--- config.mk ---
export PLATFORM = sky130hd
export DESIGN_NAME = src_cell
export DESIGN_NICKNAME = d
export VERILOG_FILES = /design/src/design/src_pkg.sv /design/src/design/src_cell.sv
export SDC_FILE = /design/constraint.sdc
export NUM_CORES = 1
export LEC_CHECK = 0
export ABC_AREA = 1
export BUFFER_PORTS_ARGS = -buffer_cell sky130_fd_sc_hd__buf_2
export CAP_MARGIN = 20
export CELL_PAD_IN_SITES_DETAIL_PLACEMENT = 0
export CELL_PAD_IN_SITES_GLOBAL_PLACEMENT = 1
export CORE_MARGIN = 2
export CORE_UTILIZATION = 40
export CTS_CLUSTER_SIZE = 8
export DETAILED_ROUTE_END_ITERATION = 8
export GPL_TIMING_DRIVEN = 0
export PLACE_DENSITY_LB_ADDON = 0.15
export SLEW_MARGIN = 20
export SYNTH_ARGS = -nofsm -noshare
export SYNTH_HDL_FRONTEND = slang
export SYNTH_SLANG_ARGS = --single-unit
--- constraint.sdc ---
create_clock -name clk_i -period 0.9 [get_ports clk_i]
set_clock_uncertainty 0.05 [all_clocks]
set_input_delay 0.09 -clock clk_i [delete_from_list [all_inputs] [get_ports clk_i]]
set_output_delay 0.09 -clock clk_i [all_outputs]
set_load 0.005 [all_outputs]
--- src/design/src_pkg.sv ---
// Package: shared constants, tables and types of the sphere region classifier.
package src_pkg;

  // Default sizes
  localparam int SAMPLE_WIDTH_DEF = 16;
  localparam int ANGLE_BITS_DEF   = 16;

  // Longitude datapath
  localparam int CORDIC_STEPS = 30;
  localparam int ACC_W        = 32;
  localparam int SHIFT_W      = 5;
  localparam int NORM_MSB     = 29;  // normalize until the larger magnitude reaches 2^29

  // Latitude datapath: |v|^2 fits in 2*32+2 bits at the widest sample
  localparam int N2_MAX_W = 66;
  localparam int PROD_W   = N2_MAX_W + ACC_W;

  // Result
  localparam int REGION_W    = 7;
  localparam int COUNT_W     = 6;
  localparam int OUT_TDATA_W = 8;
  localparam logic [REGION_W-1:0] REGION_LAST = REGION_W'(99);

  // sin^2 of the collar boundaries, Q0.32
  localparam logic [ACC_W-1:0] SIN2_TEMPERATE = 32'd4124838082;  // 78.52 deg
  localparam logic [ACC_W-1:0] SIN2_TROPIC    = 32'd1985720565;  // 42.84 deg

  // Angle landmarks, in fractions of a turn
  localparam logic [ACC_W-1:0] QUARTER_TURN  = 32'h4000_0000;
  localparam logic [ACC_W-1:0] HALF_TURN     = 32'h8000_0000;
  localparam logic [ACC_W-1:0] THREE_QUARTER = 32'hC000_0000;
  localparam logic [ACC_W-1:0] TURN_MAX      = 32'hFFFF_FFFF;

  // atan(2^-i) in turns, Q0.32
  localparam logic [ACC_W-1:0] ATAN_TURNS [CORDIC_STEPS] = '{
    32'd536870912, 32'd316933406, 32'd167458907, 32'd85004756, 32'd42667331,
    32'd21354465,  32'd10679838,  32'd5340245,   32'd2670163,  32'd1335087,
    32'd667544,    32'd333772,    32'd166886,    32'd83443,    32'd41722,
    32'd20861,     32'd10430,     32'd5215,      32'd2608,     32'd1304,
    32'd652,       32'd326,       32'd163,       32'd81,       32'd41,
    32'd20,        32'd10,        32'd5,         32'd3,        32'd1
  };

  // Collars from north to south
  typedef enum logic [2:0] {
    COLLAR_NPOLE,
    COLLAR_NTEMP,
    COLLAR_NTROP,
    COLLAR_STROP,
    COLLAR_STEMP,
    COLLAR_SPOLE
  } collar_e;

  // Side information that rides along the CORDIC chain
  typedef struct packed {
    collar_e collar;
    logic    y_zero;
    logic    y_neg;
    logic    x_neg;
  } side_t;

endpackage

--- src/design/src_cell.sv ---
// One CORDIC vectoring cell: a single micro-rotation, registered.
module src_cell
  import src_pkg::*;
#(
  parameter int CW   = 35,
  parameter int STEP = 0
) (
  input  logic                 clk_i,
  input  logic                 rst_ni,
  input  logic                 en_i,
  input  logic                 valid_i,
  input  logic signed [CW-1:0] u_i,
  input  logic signed [CW-1:0] v_i,
  input  logic [ACC_W-1:0]     acc_i,
  input  side_t                side_i,
  output logic                 valid_o,
  output logic signed [CW-1:0] u_o,
  output logic signed [CW-1:0] v_o,
  output logic [ACC_W-1:0]     acc_o,
  output side_t                side_o
);

  localparam logic [ACC_W-1:0] ATAN = ATAN_TURNS[STEP];

  logic signed [CW-1:0] us, vs, u_d, v_d, u_q, v_q;
  logic [ACC_W-1:0]     acc_d, acc_q;
  logic                 valid_q;
  side_t                side_q;

  assign us = u_i >>> STEP;
  assign vs = v_i >>> STEP;

  // rotate toward v = 0, accumulating the angle
  always_comb begin
    if (!v_i[CW-1]) begin
      u_d   = u_i + vs;
      v_d   = v_i - us;
      acc_d = acc_i + ATAN;
    end else begin
      u_d   = u_i - vs;
      v_d   = v_i + us;
      acc_d = acc_i - ATAN;
    end
  end

  always_ff @(posedge clk_i or negedge rst_ni) begin
    if (!rst_ni) begin
      valid_q <= 1'b0;
    end else if (en_i) begin
      valid_q <= valid_i;
    end
  end

  always_ff @(posedge clk_i) begin
    if (en_i) begin
      u_q    <= u_d;
      v_q    <= v_d;
      acc_q  <= acc_d;
      side_q <= side_i;
    end
  end

  assign valid_o = valid_q;
  assign u_o     = u_q;
  assign v_o     = v_q;
  assign acc_o   = acc_q;
  assign side_o  = side_q;

endmodule

==> results of run 1 <==
## metal layers
layer  global-route usage [%]  part of all wire (%)  up-vias
met2                     55.5                    47      563
met4                     11.8                   3.4        0
met5                        0                     0        -
met1                     44.1                    42     6275
li1                         -                     -     6265
met3                     3.87                   7.4       90
## cell families after synthesis
| family | count (synthesis) |
|---|---|
| AOI/OAI and AO/OA | 231 |
| xor gates and xnor gates | 30 |
| adders and majority gates | 106 |
| buffers and inverters | 332 |
| DFF | 108 |
| muxes | 2 |
| and+or+nand+nor | 872 |
## path summary, 6_finish.rpt
| kind | startpoint | endpoint | cells past startpoint |
|---|---|---|---|
| worst max-delay path | u_i[6] | u_o[10] | 11 |
| worst min-delay path | en_i | u_o[23] | 1 |
| worst max register to register | valid_o | valid_o | 1 |
| worst min register to register | valid_o | valid_o | 1 |
| max in group asynchronous | rst_ni | valid_o | 3 |
| min in group asynchronous | rst_ni | valid_o | 3 |
## placed cells by master, fill, tap and decap left out, types with 34 or more instances in the layout
master	n
nand2_1	286
buf_2	171
inv_1	170
nand2_2	152
buf_4	140
edfxtp_1	107
nand3_1	101
nand2_4	68
nor2_4	67
ha_1	66
inv_2	63
buf_6	60
a21oi_4	51
nor2_1	49
nand3_2	46
a21oi_2	44
dlygate4sd3_1	39
o21ai_1	34
ha_4	34
## what timing repair did
item,in CTS,in global routing
hold endpoints to repair,38,0
endpoints found under the setup margin,180,179
hold buffers,39,0
buffers inserted,134,35
resized for setup,797,194
cloned,3,0
pin swaps,278,158
## state kept, by name, summed over array words and instances (netlist names)
name     flops
side_o       6
u_o         35
valid_o      1
v_o         34
acc_o       32
## area by class of cell
type	count	area (sq um)	area share [%]
well taps	378	473	2.38
inverters	284	1320	6.63
diodes	1	2.50	0.0126
clock inverters	7	103	0.515
plain buffers	43	616	3.09
clock buffers	9	225	1.13
repair buffers	429	3450	17.3
flip-flops and latches	108	3240	16.3
multi-input cells	1241	10500	52.7
## stage by stage
step	total power, mW	cell area [sq um]	hold WS, ns
global placement	14.6	14000	-0.185
global route	24.8	19900	0.0518
floorplan	11.8	12500	-0.256
CTS	22.7	19000	0.0433
detailed placement	14.6	14100	-0.184
finish	23.7	19900	0.0425
## power by group through the flow
stage	sequential [mW]	clock (mW)	combinational (mW)
after global routing	6.50	4.72	13.6
final	6.43	4.52	12.7
after detailed placement	6.54	0	8.10
after floorplan	6.66	0	5.09
after global placement	6.54	0	8.02
after CTS	6.43	4.60	11.7
==> impl_metrics.toml, run 1 <==
[global_route]
track_usage_pct = 33.1
grt_overflow_total = 0
grt_pass1_vias = 13000
grt_max_degree = 42
grt_pass1_wl_um = 73100
antenna_found_initial = 0

[routing]
final_antenna_net_count = 0
routedWlPerCell_um = 19.9
drc = 0
drt_wl_total_um = 49700
firstDrtPassIters = 6
vias_per_cell = 5.28
num_vias = 13200
drtIter0Drc = 1068

[synthesis]
synth_edf_count = 107
synth_common_cells = "nand2_1, inv_1, nand3_1"
synth_fa_ha_area_share_pct = 12.0
synth_nets = 1899
synth.avg_cell_area_sq_um = 6.71
ys_seq_area_share_pct = 28.7
synth-simple-area-share_pct = 33.1
synth_seq_cells = 108
synthFlopType = "edfxtp_1"
synth-xor-area-share_pct = 2.33
synth_top_area_share_pct = 28.5
synth_top_cell_by_area = "edfxtp_1"
yosysWarnings = 0
synthMuxAreaShare_pct = 0.188
synth_most_common_cell = "nand2_1"
synth_area_sq_um = 11300
ys_types = 48
synth_top_family_by_area = "simple AND/OR/NAND/NOR gates"
async_reset_ff_share_pct = 0.926
synth_compound_area_share_pct = 11.2
synth_cells = 1681
netlist_top_cells_area = "edfxtp_1, nand2_1, ha_1, inv_1, nand3_1"

[critical_path]
max_stage_delay_ns = 0.28
crit_chain = "buf_8 -> inv_4 -> ha_4 -> buf_12 -> nand2_8 -> nor2_4 -> nand2_4 -> o211ai_4 -> buf_6 -> xor2_1 -> o21ai_1"
cp-end-kind = "flop"
path_max_fanout = 8
start_kind = "input pin"
required_ns = 0.94
cp_num_buf_inv = 4
cp.arrival_ns = 1.67
cp_top_family = "buffers and inverters"
cpMaxStageDelayCell = "o211ai_4"
crit_type = "input pin to flop"
rrSetupSlack_ns = 0.10

[sta]
max_freq_mhz = 617
tightestPinTransition_ns = 0.950
finalHoldViolations = 0
max-slew-margin-rel_pct = 36.7
grt_setup_unrepaired = "true"
final.min_clock_period_ns = 1.62
setup_ws_ns = -0.722
post-route-period-util_pct = 180
slew_viol_final = 0
fin_tns_setup_ns = -54.17
setup_viol = 177

[power]
seqPwrFrac_pct = 27.1
ir_worst_vdd_uv = 875
clkPwrFrac_pct = 19.1
comb_power_share_pct = 53.8
p_switching_mw = 9.78
switching_share_pct = 41.3
power.density_nw_per_um2 = 1190
p_leak_nw = 9.13
intPower_mw = 13.9

[floorplan]
die_w_um = 172
start_util_pct = 40.6
die_area_sq_um = 29600
rows = 61
ios = 221
coreArea_sq_um = 27800
die_h_um = 172

[placement]
place.gp.congestion = 0.962
dp_worst_setup_slack_ns = -1.56
post-dp-hpwl_um = 36100
dp.cells = 2279
io_buffers = 219

[clocking]
cts_sinks = 108
ctsHtreeMaxLevel = 3
cts_tree = "yes"
clk_pin_slew_worst_paths_ns = 0.09
cts_made_buffers = 9
cts_root_buf = "clkbuf_16"
cts_max_path_buffers = 2
clock_latency_ns = 0.38

[cells_and_area]
drive_gt1_share_pct = 55.9
fin_util_pct = 71.7
nNetsFinal = 2334
fillers = 2231
area_delta_synth_final_pct = 76.4
stdcell_count = 2500

[worst_hold_path]
hp-class = "input pin to flop"

[run_status]
failed_checks = "setup timing"
status = "complete, but fails checks"

[flow_run]
maxCapViolCount = 0
Power figures use the tool's default switching activity.
==> inputs of run 2 (changes only) <==
clock period = 1.6 ns   (was 0.9 ns; I/O delays follow)
==> impl_metrics.toml, run 2 (synthesis results as in run 1) <==
[run_status]
status = "complete, but fails checks"
failed_checks = "setup timing"

[clocking]
clock_latency_ns = 0.36
clk_pin_slew_worst_paths_ns = 0.09
cts_max_path_buffers = 2
cts_made_buffers = 9
cts_root_buf = "clkbuf_16"
cts_sinks = 108
ctsHtreeMaxLevel = 3
cts_tree = "yes"

[placement]
post-dp-hpwl_um = 36400
placed_area_sq_um = 14100
dp.cells = 2279
dp_worst_setup_slack_ns = -0.951
place.gp.congestion = 0.971
io_buffers = 219

[sta]
setup_viol = 51
max_freq_mhz = 572
tightestPinTransition_ns = 1.16
grt_setup_unrepaired = "true"
max-slew-margin-rel_pct = 22.5
finalHoldWorstSlack_ns = 0.0430
slew_viol_final = 0
post-route-period-util_pct = 109
setup_ws_ns = -0.150
final.min_clock_period_ns = 1.75
finalHoldViolations = 0
fin_tns_setup_ns = -3.25

[floorplan]
die_h_um = 172
rows = 61
coreArea_sq_um = 27800
die_w_um = 172
ios = 221
die_area_sq_um = 29600
start_util_pct = 40.6

[cells_and_area]
stdcell_count = 2467
largest_reg_flops = 35
nNetsFinal = 2301
mostFrequentLayoutCell = "nand2_1"
area_delta_synth_final_pct = 66.4
fin_util_pct = 67.6
fillers = 2340
fin_area_sq_um = 18800
mostFrequentLayoutCells = "nand2_1, inv_1, buf_2, nand2_2, buf_4"
drive_gt1_share_pct = 51.1
ff_latch_area_sq_um = 3240
multi_input_area_sq_um = 9900

[global_route]
track_usage_pct = 31.7
grt_pass1_vias = 12300
grt_overflow_total = 0
grt_pass1_wl_um = 69700
grt_max_degree = 83
antenna_found_initial = 1

[routing]
num_vias = 13000
firstDrtPassIters = 5
drc = 0
drtIter0Drc = 1061
final_antenna_net_count = 0
vias_per_cell = 5.26
routedWlPerCell_um = 19.7
drt_wl_total_um = 48700

[critical_path]
cpMaxStageDelayCell = "ha_4"
crit_chain = "buf_12 -> inv_8 -> ha_4 -> buf_4 -> nand2_4 -> nor2_4 -> a21oi_4 -> o21ai_4 -> nand2_2 -> nand2_1 -> nand2_1 -> nand3_1 -> nand2_2"
cp.arrival_ns = 1.84
required_ns = 1.69
cp-end-kind = "flop"
start_kind = "input pin"
cp_top_family = "simple AND/OR/NAND/NOR gates"
path_max_fanout = 4
cp.depth = 13
max_stage_delay_ns = 0.30
rrSetupSlack_ns = 0.81
crit_type = "input pin to flop"
ff2ff_path_depth = 1
cp_num_buf_inv = 3

[power]
ir_worst_vdd_uv = 568
finalPower_mw = 12.6
p_leak_nw = 8.75
power.density_nw_per_um2 = 671

[flow_run]
maxCapViolCount = 0

[worst_hold_path]
hp-class = "input pin to async pin"
==> run 2: routing by layer <==
layer,GRT usage [%],part of all wire (%)
met5,0,0
met4,10.6,3.7
met3,3.48,7.5
met2,52.7,46
met1,43.0,43
==> run 2: power by group <==
part           switching, mW  total [mW]  internal (mW)
logic                   3.91        6.63           2.72
clock network           1.21        2.33           1.13
registers             0.0869        3.63           3.55
==> run 2: path summary, 6_finish.rpt <==
check,from,to
max,u_i[3],u_o[29]
min,rst_ni,valid_o
max reg2reg,valid_o,valid_o
min reg2reg,valid_o,valid_o
max in group asynchronous,rst_ni,valid_o
min in group clk_i,acc_i[29],acc_o[29]
==> run 2: layout make-up <==
cell class	count	area share [%]
inverters	284	6.78
flip-flops and latches	108	17.2
diodes	1	0.0133
clock buffers	11	1.29
multi-input cells	1241	52.7
plain buffers	40	2.72
repair buffers	399	16.5
clock inverters	5	0.253
well taps	378	2.52
==> run 2: timing repair <==
action                                  CTS  global route
buffers inserted                        101            38
resized for setup                       481           261
pin swaps                               171           146
endpoints found under the setup margin   56            57
cloned                                    2             1
hold endpoints to repair                 37             0
hold buffers                             37             0
==> inputs of run 3 (changes only) <==
SETUP_SLACK_MARGIN = 0.4   (was unset)
==> impl_metrics.toml, run 3 (synthesis results as in run 1) <==
[clocking]
ctsHtreeMaxLevel = 3
cts_max_path_buffers = 2
clk_pin_slew_worst_paths_ns = 0.07
cts_root_buf = "clkbuf_16"
cts_sinks = 108
cts_made_buffers = 9
clock_latency_ns = 0.37
cts_tree = "yes"

[placement]
post-dp-hpwl_um = 36600
dp_worst_setup_slack_ns = -0.912
io_buffers = 219
place.gp.congestion = 0.974

[sta]
final.min_clock_period_ns = 1.81
finalHoldViolations = 0
finalHoldWorstSlack_ns = 0.0458
grt_setup_unrepaired = "true"
fin_tns_setup_ns = -3.68
setup_viol = 49
max_freq_mhz = 553
tightestPinTransition_ns = 1.19
slew_viol_final = 0
post-route-period-util_pct = 113
max-slew-margin-rel_pct = 20.5
setup_ws_ns = -0.210

[routing]
routedWlPerCell_um = 19.6
drc = 0
wl_met2_um = 22700
vias_per_cell = 5.20
final_antenna_net_count = 0
top_layer_used = "met4"
drt_wl_total_um = 48600
firstDrtPassIters = 6
drtIter0Drc = 843
drt-met1-wl_um = 20700
num_vias = 12900
wl_met3_um = 3560

[cells_and_area]
area_delta_synth_final_pct = 69.5
drive_gt1_share_pct = 52.2
mostFrequentLayoutCell = "nand2_1"
antenna_cells = 0
largest_reg_flops = 35
fin_util_pct = 68.9
nNetsFinal = 2312
mostFrequentLayoutCells = "nand2_1, buf_2, inv_1, nand2_2, buf_4"

[floorplan]
die_h_um = 172
ios = 221
start_util_pct = 40.6
coreArea_sq_um = 27800
die_area_sq_um = 29600
die_w_um = 172
rows = 61

[global_route]
grt_pass1_wl_um = 69800
grt_pass1_vias = 12500
grt_overflow_total = 0
grt_max_degree = 83
track_usage_pct = 31.9
antenna_found_initial = 0

[critical_path]
cp.arrival_ns = 1.88
crit_type = "input pin to flop"
cp-end-kind = "flop"
r2r_start = "valid_o"
start_kind = "input pin"
path_max_fanout = 5
required_ns = 1.67
startpoint = "u_i[9]"

[power]
p_leak_nw = 8.84
finalPower_mw = 12.8
power.density_nw_per_um2 = 671
ir_worst_vdd_uv = 547

[run_status]
status = "complete, but fails checks"
failed_checks = "setup timing"

[flow_run]
maxCapViolCount = 0

[worst_hold_path]
hp-class = "input pin to async pin"
==> run 3: repair_timing <==
action                                 CTS  global route
endpoints found under the hold margin   37             0
gates resized for setup                559           246
hold buffers                            37             0
cloned                                   4             0
setup endpoints to repair               69            69
buffers inserted                       100            41
pin swaps                              173           148
==> run 3: report_power, final <==
group | internal (mW) | switching, mW
clock network | 1.24 | 1.15
logic | 2.84 | 3.98
registers | 3.55 | 0.0766
==> run 3: layout make-up <==
| type | count | area, sq um |
|---|---|---|
| Multi-Input combinational cell | 1241 | 10000 |
| Fill cell | 2303 | 8650 |
| Sequential cell | 108 | 3240 |
| Timing Repair Buffer | 402 | 3130 |
| Inverter | 284 | 1290 |
| Buffer | 48 | 669 |
| Tap cell | 378 | 473 |
| Clock buffer | 11 | 233 |
| Clock inverter | 5 | 67.6 |
==> run 3: path summary, 6_finish.rpt <==
check,endpoint,slack (ns),cells after the start
max,u_o[18],-0.21,13
min,valid_o,0.05,2
max reg2reg,valid_o,0.81,1
min reg2reg,valid_o,0.46,1
max in group asynchronous,valid_o,1.37,2
min in group clk_i,acc_o[29],0.06,2
==> run 3: per-stage QoR <==
| stage | area (sq um) | instances |
|---|---|---|
| after floorplan | 12600 | 1681 |
| after global placement | 14100 | 2278 |
| after detailed placement | 14200 | 2279 |
| after CTS | 17800 | 2436 |
| after global routing | 19100 | 2477 |
| final | 19100 | 2477 |
==> run 3: layer usage <==
metal	global-route usage, %	vias to the layer above
met5	0	-
met4	11.6	0
met3	4.67	91
met2	53.8	522
met1	41.6	6045
li1	-	6212
==> run 3: worst max-delay path, stage by stage <==
cell	delay [ns]
buf_8	0.09
inv_4	0.03
ha_4	0.29
buf_12	0.15
nand2_8	0.07
nor2_4	0.22
nand2_4	0.12
o211ai_4	0.26
inv_2	0.06
o21ai_1	0.17
nand2_1	0.11
nand3_2	0.09
nand2_1	0.06
