File: src/design/src_pkg.sv
// Package: shared constants, tables and types of the sphere region classifier.
package src_pkg;

  // Default sizes
  localparam int SAMPLE_WIDTH_DEF = 16;
  localparam int ANGLE_BITS_DEF   = 16;

  // Longitude datapath
  localparam int CORDIC_STEPS = 30;
  localparam int ACC_W        = 32;
  localparam int SHIFT_W      = 5;
  localparam int NORM_MSB     = 29;  // normalize until the larger magnitude reaches 2^29

  // Latitude datapath: |v|^2 fits in 2*32+2 bits at the widest sample
  localparam int N2_MAX_W = 66;
  localparam int PROD_W   = N2_MAX_W + ACC_W;

  // Result
  localparam int REGION_W    = 7;
  localparam int COUNT_W     = 6;
  localparam int OUT_TDATA_W = 8;
  localparam logic [REGION_W-1:0] REGION_LAST = REGION_W'(99);

  // sin^2 of the collar boundaries, Q0.32
  localparam logic [ACC_W-1:0] SIN2_TEMPERATE = 32'd4124838082;  // 78.52 deg
  localparam logic [ACC_W-1:0] SIN2_TROPIC    = 32'd1985720565;  // 42.84 deg

  // Angle landmarks, in fractions of a turn
  localparam logic [ACC_W-1:0] QUARTER_TURN  = 32'h4000_0000;
  localparam logic [ACC_W-1:0] HALF_TURN     = 32'h8000_0000;
  localparam logic [ACC_W-1:0] THREE_QUARTER = 32'hC000_0000;
  localparam logic [ACC_W-1:0] TURN_MAX      = 32'hFFFF_FFFF;

  // atan(2^-i) in turns, Q0.32
  localparam logic [ACC_W-1:0] ATAN_TURNS [CORDIC_STEPS] = '{
    32'd536870912, 32'd316933406, 32'd167458907, 32'd85004756, 32'd42667331,
    32'd21354465,  32'd10679838,  32'd5340245,   32'd2670163,  32'd1335087,
    32'd667544,    32'd333772,    32'd166886,    32'd83443,    32'd41722,
    32'd20861,     32'd10430,     32'd5215,      32'd2608,     32'd1304,
    32'd652,       32'd326,       32'd163,       32'd81,       32'd41,
    32'd20,        32'd10,        32'd5,         32'd3,        32'd1
  };

  // Collars from north to south
  typedef enum logic [2:0] {
    COLLAR_NPOLE,
    COLLAR_NTEMP,
    COLLAR_NTROP,
    COLLAR_STROP,
    COLLAR_STEMP,
    COLLAR_SPOLE
  } collar_e;

  // Side information that rides along the CORDIC chain
  typedef struct packed {
    collar_e collar;
    logic    y_zero;
    logic    y_neg;
    logic    x_neg;
  } side_t;

endpackage

File: src/design/src_back.sv
// Back end: longitude guards, subregion and region number, output register.
module src_back
  import src_pkg::*;
#(
  parameter int ANGLE_BITS = ANGLE_BITS_DEF
) (
  input  logic                clk_i,
  input  logic                rst_ni,
  input  logic                en_i,
  input  logic                valid_i,
  input  logic [ACC_W-1:0]    acc_i,
  input  side_t               side_i,
  output logic                valid_o,
  output logic [REGION_W-1:0] region_o
);

  localparam int AB    = ANGLE_BITS;
  localparam int MUL_W = AB + COUNT_W;

  localparam int TEMP_COUNT = 15;
  localparam int TROP_COUNT = 34;
  localparam int BASE_NTEMP = 1;
  localparam int BASE_NTROP = BASE_NTEMP + TEMP_COUNT;
  localparam int BASE_STROP = BASE_NTROP + TROP_COUNT;
  localparam int BASE_STEMP = BASE_STROP + TROP_COUNT;
  localparam int BASE_SPOLE = BASE_STEMP + TEMP_COUNT;

  function automatic logic [COUNT_W-1:0] collar_count(collar_e c);
    logic [COUNT_W-1:0] n;
    unique case (c)
      COLLAR_NTEMP, COLLAR_STEMP: n = COUNT_W'(TEMP_COUNT);
      COLLAR_NTROP, COLLAR_STROP: n = COUNT_W'(TROP_COUNT);
      COLLAR_NPOLE, COLLAR_SPOLE: n = COUNT_W'(1);
      default:                    n = COUNT_W'(1);
    endcase
    return n;
  endfunction

  function automatic logic [REGION_W-1:0] collar_base(collar_e c);
    logic [REGION_W-1:0] b;
    unique case (c)
      COLLAR_NPOLE: b = '0;
      COLLAR_NTEMP: b = REGION_W'(BASE_NTEMP);
      COLLAR_NTROP: b = REGION_W'(BASE_NTROP);
      COLLAR_STROP: b = REGION_W'(BASE_STROP);
      COLLAR_STEMP: b = REGION_W'(BASE_STEMP);
      COLLAR_SPOLE: b = REGION_W'(BASE_SPOLE);
      default:      b = '0;
    endcase
    return b;
  endfunction

  logic [ACC_W-1:0]    acc_fix;
  logic [AB-1:0]       ang;
  logic [COUNT_W-1:0]  n, sub_raw, sub;
  logic [MUL_W-1:0]    prod;
  logic [REGION_W-1:0] region_d, region_q;
  logic                valid_q;

  // negative x axis is a full turn; keep the angle in the half that y selects
  always_comb begin
    priority if (side_i.y_zero) begin
      acc_fix = side_i.x_neg ? TURN_MAX : HALF_TURN;
    end else if (side_i.y_neg && (acc_i >= HALF_TURN)) begin
      acc_fix = (acc_i >= THREE_QUARTER) ? '0 : (HALF_TURN - ACC_W'(1));
    end else if (!side_i.y_neg && (acc_i < HALF_TURN)) begin
      acc_fix = (acc_i < QUARTER_TURN) ? TURN_MAX : HALF_TURN;
    end else begin
      acc_fix = acc_i;
    end
  end

  // subregion = floor(n * angle), clamped to n-1
  assign ang     = acc_fix[ACC_W-1 -: AB];
  assign n       = collar_count(side_i.collar);
  assign prod    = MUL_W'(n) * MUL_W'(ang);
  assign sub_raw = prod[MUL_W-1:AB];

  always_comb begin
    if (n > COUNT_W'(1)) begin
      sub = (sub_raw > (n - COUNT_W'(1))) ? (n - COUNT_W'(1)) : sub_raw;
    end else begin
      sub = '0;
    end
    region_d = collar_base(side_i.collar) + REGION_W'(sub);
  end

  always_ff @(posedge clk_i or negedge rst_ni) begin
    if (!rst_ni) begin
      valid_q <= 1'b0;
    end else if (en_i) begin
      valid_q <= valid_i;
    end
  end

  always_ff @(posedge clk_i) begin
    if (en_i) begin
      region_q <= region_d;
    end
  end

  assign valid_o  = valid_q;
  assign region_o = region_q;

endmodule

File: config.mk
export PLATFORM = sky130hd
export DESIGN_NAME = src_back
export DESIGN_NICKNAME = d
export VERILOG_FILES = /design/src/design/src_pkg.sv /design/src/design/src_back.sv
export SDC_FILE = /design/constraint.sdc
export NUM_CORES = 1
export LEC_CHECK = 0
export BUFFER_PORTS_ARGS = -buffer_cell sky130_fd_sc_hd__buf_2
export CAP_MARGIN = 5
export CORE_MARGIN = 4
export CORE_UTILIZATION = 60
export DETAILED_ROUTE_END_ITERATION = 6
export HOLD_SLACK_MARGIN = 0.15
export PLACE_DENSITY = 0.84
export SLEW_MARGIN = 20
export SYNTH_ARGS = -nofsm -noshare
export SYNTH_HDL_FRONTEND = slang
export SYNTH_SLANG_ARGS = --single-unit
File: constraint.sdc
create_clock -name clk_i -period 1.2 [get_ports clk_i]
set_input_delay 0.12 -clock clk_i [delete_from_list [all_inputs] [get_ports clk_i]]
set_output_delay 0.12 -clock clk_i [all_outputs]
set_load 0.05 [all_outputs]
==> summary.txt, run 1 <==
Status -> aborted with a tool error
Failed at -> global routing (5_1_grt)
First Error -> [ERROR GRT-0232] Routing congestion too high. Check the congestion heatmap in the GUI.
Synth Register Bits -> 8
Initial Utilization -> 0.625
H-tree Lvls -> 1
GRT Util Overall -> 0.870
Bufs on Longest Clock Path -> 2
Mean Syn Cell Area -> 7.94 um^2
Synth Instances -> 407
EDFF count, synth -> 7
Worst EP kind -> register input
Worst setup endpoint GRT -> region_o[6]$_DFFE_PP_/D
Synth warnings -> 0
Ports -> 50
Chip width -> 81.4 um
Cells after DPL -> 593
Synth Cell Area -> 0.00323 mm^2
Post-synth net total -> 542
Asr flop ratio synth -> 0.125
# clock sinks -> 8
Setup WS pre-CTS -> -6.20 ns
Die span in y -> 81.4 um
Largest net degree at the start of global routing -> 9
# rows -> 26
DPL Wire Length -> 7390 um
Placer Congestion -> 0.893
CTS Root Cell -> clkbuf_8
Global route overflow -> 378
Port Buf Inserts -> 33
Yosys cell types -> 45
Top FF cell, synth -> edfxtp_1
Sequential share of the synthesized area -> 0.0728
CTS Buf Count -> 3
==> through the flow <==
| step | hold slack, ns | cell area (um^2) |
|---|---|---|
| 4_1_cts | 0.193 | 4740 |
| 3_5_place_dp | -0.103 | 4230 |
| 3_3_place_gp | -0.105 | 4230 |
| 2_1_floorplan | -0.176 | 3340 |
==> routing by layer <==
metal	GRT usage	GRT overflow
met1	0.775	1
met2	1.15	267
met3	0.621	7
met4	1.06	103
met5	0.150	0
==> cells by family after synthesis <==
| family | synth area share |
|---|---|
| AO/OA/AOI/OAI | 0.112 |
| XOR/XNOR | 0.0345 |
| adder cells (fa/ha/maj) | 0.455 |
| buffers and inverters | 0.115 |
| flip-flops | 0.0728 |
| multiplexers | 0.00968 |
| other | 0.00116 |
| AND/OR/NAND/NOR | 0.199 |
==> synthesized netlist by cell type (3+ instances only) <==
master    instances  area [um^2]
inv_1            89          334
ha_1             52          651
nor2_1           50          188
fa_1             41          821
nand2_1          40          150
a21oi_1          15         75.1
o21ai_0          14         70.1
nor2b_1          12         75.1
and2_1           11         68.8
a21o_1            7         52.6
clkbuf_1          7         26.3
edfxtp_1          7          210
xnor2_1           7         61.3
nor3_1            5         25.0
nand3_1           4         20.0
nand2b_1          3         18.8
nand4_1           3         18.8
o21a_1            3         22.5
o31ai_1           3         22.5
==> what timing repair did <==
action / 4_1_cts
pin swaps: 42
setup endpoints to repair: 7
hold buffers: 2
gates resized for setup: 72
buffers inserted: 14
endpoints found under the hold margin: 2
cloned: 1
==> run 2: changes to the inputs <==
CORE_UTILIZATION = 40   (was 60)
HOLD_SLACK_MARGIN = default   (was 0.15)
PLACE_DENSITY = default   (was 0.84)
PLACE_DENSITY_LB_ADDON = 0.15   (was default)
==> run 2 against run 1 <==
  * The flow now finishes, with violations (setup timing)
  * Synthesized cell count unchanged
  * Area after synthesis stayed put
==> summary.txt, run 2 <==
Die span in y -> 97.9 um (was 81.4 um)
Bufs and invs on worst path -> 7
Worst path arrival time -> 6.70 ns
CP most frequent cell -> inv_1
Violated checks -> setup timing
H-tree Lvls -> 1 (unchanged)
Hold Path Class -> in2reg
Worst-skew pair later-pin latency -> 0.23 ns
Clock Skews -> 0 ns
EDFF count, synth -> 7 (unchanged)
Lkg Pwr -> 0.00259 uW
Top FF cell, synth -> edfxtp_1 (unchanged)
Post-synthesis mux area share -> 0.00968 (unchanged)
Min-delay src -> valid_i
Largest family of logic cells by synthesized area -> adder cells (unchanged)
CTS tree -> yes
Worst setup EP type -> flop
Top cells by area, synth -> fa_1 25%, ha_1 20%, inv_1 10% (unchanged)
Worst setup path start -> side_i[1]
DR vias -> 3071
Wirelength per Cell -> 12.8 um
Global-route wire length before repair -> 14200 um
GRT Util Overall -> 0.177
Commonest non-fill, non-tap cell in the layout -> buf_4
Number of global-route vias before repair -> 3170
CORE AREA -> 0.00781 mm^2
Mean Syn Cell Area -> 7.94 um^2 (unchanged)
Minimum clock period -> 6.75 ns
Worst path slowest cell -> fa_1
Chip width -> 97.9 um (was 81.4 um)
Complex-gate fraction of the synthesized area -> 0.112 (unchanged)
Post-Synth XOR/XNOR Area -> 0.0345 (unchanged)
Register area -> 235 um^2
Initial Utilization -> 0.414 (was 0.625)
Most common cell in the synthesized netlist -> inv_1 (unchanged)
WL final -> 8330 um
P&R area growth vs syn -> 50.1%
Synth Instances -> 407 (unchanged)
Bufs on Longest Clock Path -> 2 (unchanged)
CP peak stage delay -> 0.54 ns
Synth Cell Area -> 0.00323 mm^2 (unchanged)
Final setup TNS -> -35.86 ns
Unrepaired setup endpoints after global routing -> yes
Setup Crit Path Kind -> in2reg
Slew Limit Fails -> 0
Req. time, crit path -> 1.15 ns
Final setup vio count -> 7
Synth warnings -> 0 (unchanged)
Max VDD drop -> 434 uV
Initial antenna violation count -> 0
Synth cell count leaders -> 89 x inv_1, 52 x ha_1, 50 x nor2_1, 41 x fa_1, 40 x nand2_1 (unchanged)
Setup crit start kind -> primary input
Post-Synth Adder-Cell Area -> 0.455 (unchanged)
Fill cell count -> 709
Critical path's top delay family -> adder cells
Simple-gate share of the synthesized area -> 0.199 (unchanged)
Top-area cell type share of the netlist area -> 0.254 (unchanged)
Most frequent cells in the layout -> 106 x buf_4, 79 x inv_1, 45 x ha_1
Final worst setup slack -> -5.55 ns
Nets -> 686
PD cells -> 1100 mW/mm^2
Reg2reg setup slack -> 0.47 ns
Port Buf Inserts -> 33 (unchanged)
Final Cycle Share -> 5.62
Post-synth net total -> 542 (unchanged)
Status -> finished, violations left (was aborted with a tool error)
Asr flop ratio synth -> 0.125 (unchanged)
Vias per inst -> 4.71
Global route overflow -> 0
Final hold vios -> 0
Clock Pin Slew Worst Setup and Hold Paths -> 0.04 ns
Share of post-route cells with drive strength above 1 -> 0.424
R2r startpoint -> valid_o
Post-route ant nets -> 0
Largest net degree at the start of global routing -> 11
Fmax -> 148 MHz
CTS Buf Count -> 3 (unchanged)
Ant. Diodes -> 0
Ports -> 50 (unchanged)
CTS Root Cell -> clkbuf_8 (unchanged)
Sequential share of the synthesized area -> 0.0728 (unchanged)
Non-Filler Instances -> 652
DRC -> 0
Synth Register Bits -> 8 (unchanged)
Placer Congestion -> 0.864 (was 0.893)
DPL Wire Length -> 6800 um (was 7390 um)
Drt first pass iters -> 4
Cells after DPL -> 631 (was 593)
First DRT Iteration DRCs -> 64
# rows -> 32 (was 26)
Multi-input logic area -> 0.00303 mm^2
Die Area -> 0.00958 mm^2
Yosys top cell by area -> fa_1 (unchanged)
Yosys cell types -> 45 (unchanged)
# clock sinks -> 8 (unchanged)
Largest register FFs -> 7
Crit Path Max Fanout -> 6
MaxCap Viol Count -> 0
run 2: cell counts after synthesis:
Identical to the previous run, type by type.
run 2: what timing repair did:
item | 4_1_cts | 5_1_grt
pin swaps | 27 | 31
cloned | 2 | 0
endpoints found under the hold margin | 1 | 0
hold buffers | 1 | 0
buffers inserted | 10 | 6
resized for setup | 46 | 40
endpoints found under the setup margin | 7 | 7
run 2: metal layers:
metal	up-vias	track usage	wire [um]
li1	1574	-	-
met2	34	0.322	4280
met3	8	0.00929	182
met4	0	0.0298	85
met1	1455	0.235	3790
met5	-	0	0
run 2: stage by stage:
| step | power [uW] | hold slack (ns) | setup WS [ns] | cell area (um^2) | util |
|---|---|---|---|---|---|
| after floorplan | 3030 | -0.176 | -5.46 | 3340 | - |
| after detailed placement | 4410 | -0.104 | -6.20 | 4310 | 0.553 |
| final | 5330 | 0.127 | -5.55 | 4850 | 0.621 |
| after global routing | 5930 | 0.137 | -5.92 | 4850 | 0.621 |
| after global placement | 4360 | -0.105 | -6.08 | 4310 | 0.553 |
| after CTS | 5110 | 0.127 | -5.55 | 4670 | 0.598 |
run 2: final cells by class:
type / count / area share
Multi-Input combinational cell: 302 / 0.625
Timing Repair Buffer: 146 / 0.220
Inverter: 90 / 0.0707
Sequential cell: 8 / 0.0485
Tap cell: 102 / 0.0263
Clock buffer: 4 / 0.00929
run 2: cell families after synthesis:
group                    Yosys count
multiplexers                       3
flip-flops                         8
adder cells (fa/ha/maj)           93
buffers and inverters             99
AO/OA/AOI/OAI                     55
other                              1
AND/OR/NAND/NOR                  137
XOR/XNOR                          11
run 2: worst paths after layout:
| check | endpoint | cells past startpoint |
|---|---|---|
| min in group asynchronous | valid_o | 2 |
| max in group asynchronous | valid_o | 2 |
| setup / recovery | region_o[6] | 34 |
| hold reg to reg | valid_o | 1 |
| setup reg to reg | valid_o | 1 |
| hold / removal | valid_o | 2 |
run 2: where the power goes:
| part | leakage [uW] | switching (uW) | internal (uW) | total (uW) |
|---|---|---|---|---|
| registers | 0.0000796 | 14.4 | 409 | 423 |
| logic | 0.00249 | 2390 | 2170 | 4560 |
| clock network | 0.0000228 | 109 | 230 | 339 |
| total | 0.00259 | 2510 | 2810 | 5330 |
No activity file was read; power rests on OpenSTA's default activity.
==> run 3: changes to the inputs <==
CORE_ASPECT_RATIO = 1.25   (was default)
clock period = 6.8 ns   (was 1.2 ns; I/O delays follow)
==> run 3 against run 2 <==
  * The run still ends with setup timing left
  * Via count is 0.62% higher
  * Critical endpoint unchanged
  * Routed wire length is 1.1% lower
  * Non-clock buffer count is 2 lower
  * Largest cell class unchanged
  * Global-route usage is 0.29 points higher
  * Utilization is 1.2 points lower
  * Sequential cell count stayed put
  * Final area is 1.6% lower
==> summary.txt, run 3 (synthesized netlist as in run 2, its figures left out) <==
Die span in y -> 108 um (was 97.9 um)
Ant. Diodes -> 0 (unchanged)
Nets -> 682 (was 686)
R2r startpoint -> valid_o (unchanged)
R2R Path End -> valid_o (unchanged)
DR vias -> 3090 (was 3071)
MaxCap Viol Count -> 0 (unchanged)
Setup Crit Path Kind -> in2reg (unchanged)
Setup crit start kind -> primary input (unchanged)
Worst path arrival time -> 7.32 ns (was 6.70 ns)
Final hold vios -> 0 (unchanged)
Tot Pwr -> 976 uW (was 5330 uW)
First DRT Iteration DRCs -> 100 (was 64)
Max VDD drop -> 192 uV (was 434 uV)
Post-layout util -> 0.609 (was 0.621)
Port Buf Inserts -> 33 (unchanged)
Unrepaired setup endpoints after global routing -> yes (unchanged)
Clock Skews -> 0 ns (unchanged)
Hold Path Class -> in2async (was in2reg)
CORE AREA -> 0.00784 mm^2 (was 0.00781 mm^2)
GRT Util Overall -> 0.180 (was 0.177)
Ports -> 50 (unchanged)
Bufs on Longest Clock Path -> 2 (unchanged)
Final Cycle Share -> 1.08
Req. time, crit path -> 6.77 ns (was 1.15 ns)
Placer Congestion -> 0.802 (was 0.864)
Worst reg2reg path depth -> 1 (unchanged)
CTS Root Cell -> clkbuf_8 (unchanged)
Status -> finished, violations left (unchanged)
Violated checks -> setup timing (unchanged)
PD cells -> 204 mW/mm^2 (was 1100 mW/mm^2)
WL final -> 8240 um (was 8330 um)
Wirelength per Cell -> 12.9 um (was 12.8 um)
Number of global-route vias before repair -> 3180 (was 3170)
Reg2reg setup slack -> 6.06 ns (was 0.47 ns)
Crit Path Max Fanout -> 6 (unchanged)
CP peak stage delay -> 0.49 ns (was 0.54 ns)
Largest register FFs -> 7 (unchanged)
Worst path slowest cell -> fa_1 (unchanged)
Commonest non-fill, non-tap cell in the layout -> buf_4 (unchanged)
Initial Utilization -> 0.412 (was 0.414)
Largest net degree at the start of global routing -> 14 (was 11)
Drt first pass iters -> 4 (unchanged)
H-tree Lvls -> 1 (unchanged)
# rows -> 36 (was 32)
P&R area growth vs syn -> 47.7% (was 50.1%)
Global-route wire length before repair -> 13700 um (was 14200 um)
Post-route ant nets -> 0 (unchanged)
Global route overflow -> 0 (unchanged)
Clock Pin Slew Worst Setup and Hold Paths -> 0.04 ns (about the same)
Chip width -> 88.4 um (was 97.9 um)
Most frequent cells in the layout -> 102 x buf_4, 79 x inv_1, 44 x ha_1 (was 106 x buf_4, 79 x inv_1, 45 x ha_1)
DPL Wire Length -> 6990 um (was 6800 um)
Final setup vio count -> 6 (was 7)
Lkg Pwr -> 0.00257 uW (was 0.00259 uW)
Worst-skew pair later-pin latency -> 0.23 ns (about the same)
Initial antenna violation count -> 0 (unchanged)
CTS Buf Count -> 3 (unchanged)
Setup WS pre-CTS -> -1.09 ns (was -6.20 ns)
Final worst setup slack -> -0.555 ns (was -5.55 ns)
Minimum clock period -> 7.35 ns
CTS tree -> yes (unchanged)
Vias per inst -> 4.82 (was 4.71)
DRC -> 0 (unchanged)
Die Area -> 0.00959 mm^2 (was 0.00958 mm^2)
Fmax -> 136 MHz
Share of post-route cells with drive strength above 1 -> 0.414 (was 0.424)
Final setup TNS -> -2.02 ns (was -35.86 ns)
# clock sinks -> 8 (unchanged)
Slew Limit Fails -> 0 (unchanged)
Worst setup EP type -> flop (unchanged)
WHS -> 0.217 ns (was 0.127 ns)
==> run 3: cell count changes in the layout (fill, tap and decap cells not counted), moves of 2 or more <==
| cell | previous run | this run |
|---|---|---|
| buf_4 | 106 | 102 |
| and2_1 | 0 | 3 |
| and2_4 | 11 | 8 |
| buf_6 | 6 | 9 |
| nand2_1 | 37 | 39 |
| nand2_2 | 3 | 1 |
==> run 3: critical path: cells and delay by family <==
family	cells	cell delay [ns]
AO/OA/AOI/OAI	12	2.15
AND/OR/NAND/NOR	8	1.20
buffers and inverters	7	0.48
multiplexers	1	0.23
XOR/XNOR	1	0.18
adder cells (fa/ha/maj)	7	2.41
==> run 3: power by group <==
part / total (uW) / switching (uW) / internal [uW]
Sequential: 74.6 / 2.42 / 72.2
Combinational: 842 / 427 / 415
Clock: 59.8 / 19.2 / 40.6
==> run 3: final cells by class <==
| type | count | area (um^2) |
|---|---|---|
| repair buffers | 144 | 1060 |
| fillers | 724 | 3060 |
| inverters | 90 | 343 |
| well taps | 95 | 119 |
| flip-flops and latches | 8 | 235 |
| clock buffers | 4 | 45.0 |
| multi-input cells | 300 | 2970 |
==> run 3: how the worst max path moves through the flow <==
stage | start | to | slack, ns | cells after the start
floorplan | side_i[1] | region_o[6] | -0.42 | 33
global placement | side_i[5] | region_o[6] | -0.93 | 37
detailed placement | side_i[1] | region_o[6] | -1.09 | 35
CTS | acc_i[31] | region_o[6] | -0.54 | 36
global route | side_i[1] | region_o[6] | -0.99 | 36
finish | side_i[1] | region_o[6] | -0.55 | 36
==> run 3: routing by layer <==
| metal | share of wire | routed length (um) | global-route usage |
|---|---|---|---|
| met3 | 0.025 | 204 | 0.00686 |
| met5 | 0 | 0 | 0 |
| met2 | 0.57 | 4670 | 0.362 |
| met4 | 0.012 | 96 | 0.0259 |
| met1 | 0.40 | 3280 | 0.208 |
==> run 3: what timing repair did <==
action / CTS / global route
hold buffers: 0 / 0
endpoints found under the setup margin: 6 / 6
setup buffers: 11 / 10
pin swaps: 21 / 27
resized for setup: 51 / 32
==> run 3: metrics by stage <==
stage / area, um^2 / std cells
after detailed placement: 4250 / 616
after global routing: 4770 / 641
after floorplan: 3330 / 407
after CTS: 4570 / 631
final: 4770 / 641
after global placement: 4250 / 616
==> run 4: changes to the inputs <==
ABC_AREA = 1   (was default)
GPL_TIMING_DRIVEN = 0   (was default)
==> run 4 against run 3 <==
  * The run still ends with setup timing left
  * Routed wire length up 11%
  * Sequential cell count unchanged
  * Hold slack better by 0.0070 ns
  * Power up 18%
  * Global-route usage down 0.22 points
  * Clock skew unchanged
  * Critical path depth up 7
  * Final cell count up 6.2%
  * Sequential share of layout area down 0.059 points
  * Clock power down 3.7%
  * Combinational power up 21%
  * Largest cell class unchanged
  * Largest power group unchanged
  * Highest routed layer unchanged
==> summary.txt, run 4 <==
Critical path's top delay family -> adder cells (unchanged)
Asr flop ratio synth -> 0.125 (unchanged)
Port Buf Inserts -> 33 (unchanged)
Final setup TNS -> -0.0166 ns (was -2.02 ns)
Post-route ant nets -> 0 (unchanged)
Ports -> 50 (unchanged)
Drt first pass iters -> 4 (unchanged)
Req. time, crit path -> 6.78 ns (was 6.77 ns)
Fill cell count -> 753 (was 724)
Fmax -> 147 MHz (was 136 MHz)
Slew Limit Fails -> 0 (unchanged)
Initial antenna violation count -> 0 (unchanged)
Status -> finished, violations left (unchanged)
Unrepaired setup endpoints after global routing -> yes (unchanged)
# clock sinks -> 8 (unchanged)
Final setup vio count -> 2 (was 6)
Setup crit start kind -> primary input (unchanged)
H-tree Lvls -> 1 (unchanged)
WHS -> 0.224 ns (was 0.217 ns)
Chip width -> 90.5 um (was 88.4 um)
Final Cycle Share -> 1.00 (was 1.08)
Worst path arrival time -> 6.79 ns (was 7.32 ns)
P&R area growth vs syn -> 41.9% (was 47.7%)
Worst setup EP type -> flop (unchanged)
EDFF count, synth -> 7 (unchanged)
Vias per inst -> 4.95 (was 4.82)
CTS Root Cell -> clkbuf_8 (unchanged)
PD cells -> 239 mW/mm^2 (was 204 mW/mm^2)
Hold Path Class -> in2async (unchanged)
Tot Pwr -> 1150 uW (was 976 uW)
Synth cell count leaders -> 130 x inv_1, 75 x nand2_1, 54 x nor2_1, 52 x ha_1, 41 x fa_1 (was 89 x inv_1, 52 x ha_1, 50 x nor2_1, 41 x fa_1, 40 x nand2_1)
Violated checks -> setup timing (unchanged)
DPL Wire Length -> 6770 um (was 6990 um)
Worst reg2reg path depth -> 1 (unchanged)
WL final -> 9160 um (was 8240 um)
Post-synth net total -> 617 (was 542)
Commonest non-fill, non-tap cell in the layout -> inv_1 (was buf_4)
GRT Util Overall -> 0.177 (was 0.180)
Wirelength per Cell -> 13.5 um (was 12.9 um)
Reg2reg setup slack -> 6.07 ns (was 6.06 ns)
Largest net degree at the start of global routing -> 13 (was 14)
Multi-input logic area -> 0.00312 mm^2 (was 0.00297 mm^2)
CORE AREA -> 0.00829 mm^2 (was 0.00784 mm^2)
Max VDD drop -> 113 uV (was 192 uV)
Initial Utilization -> 0.411 (was 0.412)
Yosys top cell by area -> fa_1 (unchanged)
Slew @ Worst Pin -> 0.513 ns
Die Area -> 0.0101 mm^2 (was 0.00959 mm^2)
Top FF cell, synth -> edfxtp_1 (unchanged)
Largest register FFs -> 7 (unchanged)
Die span in y -> 111 um (was 108 um)
Synth Cell Area -> 0.00340 mm^2 (was 0.00323 mm^2)
CTS Buf Count -> 3 (unchanged)
Lkg Pwr -> 0.00258 uW (was 0.00257 uW)
Post-layout util -> 0.583 (was 0.609)
Yosys cell types -> 36 (was 45)
Rel. slew slack -> 0.658
Top cells by area, synth -> fa_1 24%, ha_1 19%, inv_1 14% (was fa_1 25%, ha_1 20%, inv_1 10%)
Worst path slowest cell -> fa_1 (unchanged)
Ant. Diodes -> 0 (unchanged)
Bufs on Longest Clock Path -> 2 (unchanged)
Number of global-route vias before repair -> 3368 (was 3180)
Synth Instances -> 482 (was 407)
Synth Register Bits -> 8 (unchanged)
Levels on crit path -> 43 (was 36)
Area of placed instances -> 0.00370 mm^2 (was 0.00425 mm^2)
DRC -> 0 (unchanged)
Minimum clock period -> 6.81 ns (was 7.35 ns)
Setup Crit Path Kind -> in2reg (unchanged)
CP peak stage delay -> 0.53 ns (was 0.49 ns)
R2r startpoint -> valid_o (unchanged)
Fin area -> 0.00483 mm^2 (was 0.00477 mm^2)
Cts hold-fix bufs -> 0 (unchanged)
Placer Congestion -> 0.854 (was 0.802)
First DRT Iteration DRCs -> 110 (was 100)
Crit Path Max Fanout -> 5 (was 6)
MaxCap Viol Count -> 0 (unchanged)
Clock Skews -> 0 ns (unchanged)
Top-area cell type share of the netlist area -> 0.241 (was 0.254)
Global route overflow -> 0 (unchanged)
R2R Path End -> valid_o (unchanged)
Register area -> 235 um^2 (unchanged)
Worst-skew pair later-pin latency -> 0.22 ns (was 0.23 ns)
Nets -> 720 (was 682)
Sequential share of the synthesized area -> 0.0691 (was 0.0728)
Synth warnings -> 0 (unchanged)
Final worst setup slack -> -0.0103 ns (was -0.555 ns)
Clock Pin Slew Worst Setup and Hold Paths -> 0.04 ns (about the same)
CTS tree -> yes (unchanged)
DR vias -> 3371 (was 3090)
Share of post-route cells with drive strength above 1 -> 0.420 (was 0.414)
Final hold vios -> 0 (unchanged)
# rows -> 37 (was 36)
Global-route wire length before repair -> 15000 um (was 13700 um)
Most frequent cells in the layout -> 101 x inv_1, 64 x buf_4, 60 x nand2_1 (was 102 x buf_4, 79 x inv_1, 44 x ha_1)
Most common cell in the synthesized netlist -> inv_1 (unchanged)
Mean Syn Cell Area -> 7.06 um^2 (was 7.94 um^2)
Bufs and invs on worst path -> 11 (was 7)
[run 4: kinds of logic after synthesis]
logic type	after synthesis	share of synthesized area
other	1	0.00110
xor gates and xnor gates	9	0.0254
adders and majority gates	93	0.432
and+or+nand+nor	164	0.210
AOI/OAI and AO/OA	60	0.0974
buffers and inverters	146	0.161
DFF	8	0.0691
muxes	1	0.00331
[run 4: stage by stage]
step | setup WS [ns] | cells
after detailed placement | -1.07 | 612
after floorplan | 0.0209 | 482
final | -0.0103 | 681
after CTS | 0.000182 | 666
after global routing | -0.381 | 681
after global placement | -1.01 | 612
[run 4: how the worst max path moves through the flow]
stage,startpoint,to
final,side_i[1],region_o[6]
after CTS,acc_i[31],region_o[6]
after global routing,side_i[1],region_o[6]
after global placement,side_i[1],region_o[6]
after floorplan,side_i[4],region_o[6]
after detailed placement,side_i[4],region_o[6]
[run 4: repair_timing]
| item | 4_1_cts | 5_1_grt |
|---|---|---|
| buffers inserted | 50 | 15 |
| resized for setup | 96 | 84 |
| pin swaps | 60 | 89 |
| endpoints found under the setup margin | 6 | 6 |
| endpoints found under the hold margin | 0 | 0 |
[run 4: where the power goes]
| group | internal, uW | switching, uW | leakage, uW |
|---|---|---|---|
| clock | 40.5 | 17.1 | 0.0000228 |
| sequential | 74.3 | 2.42 | 0.0000794 |
| combinational | 437 | 582 | 0.00248 |
| total | 551 | 602 | 0.00258 |
[run 4: layer usage]
| metal | share of wire | wire [um] | GRT usage |
|---|---|---|---|
| met2 | 0.55 | 5040 | 0.336 |
| met4 | 0.0067 | 61 | 0.0388 |
| met5 | 0 | 0 | 0 |
| met1 | 0.40 | 3650 | 0.217 |
| met3 | 0.045 | 411 | 0.0115 |
[run 4: area by class of cell]
type                       count  area share
timing repair buffer          98       0.143
sequential                     8      0.0487
buffer                         9      0.0181
tap                           97      0.0251
inverter                     137       0.110
multi-input combinational    328       0.646
clock buffer                   4     0.00932
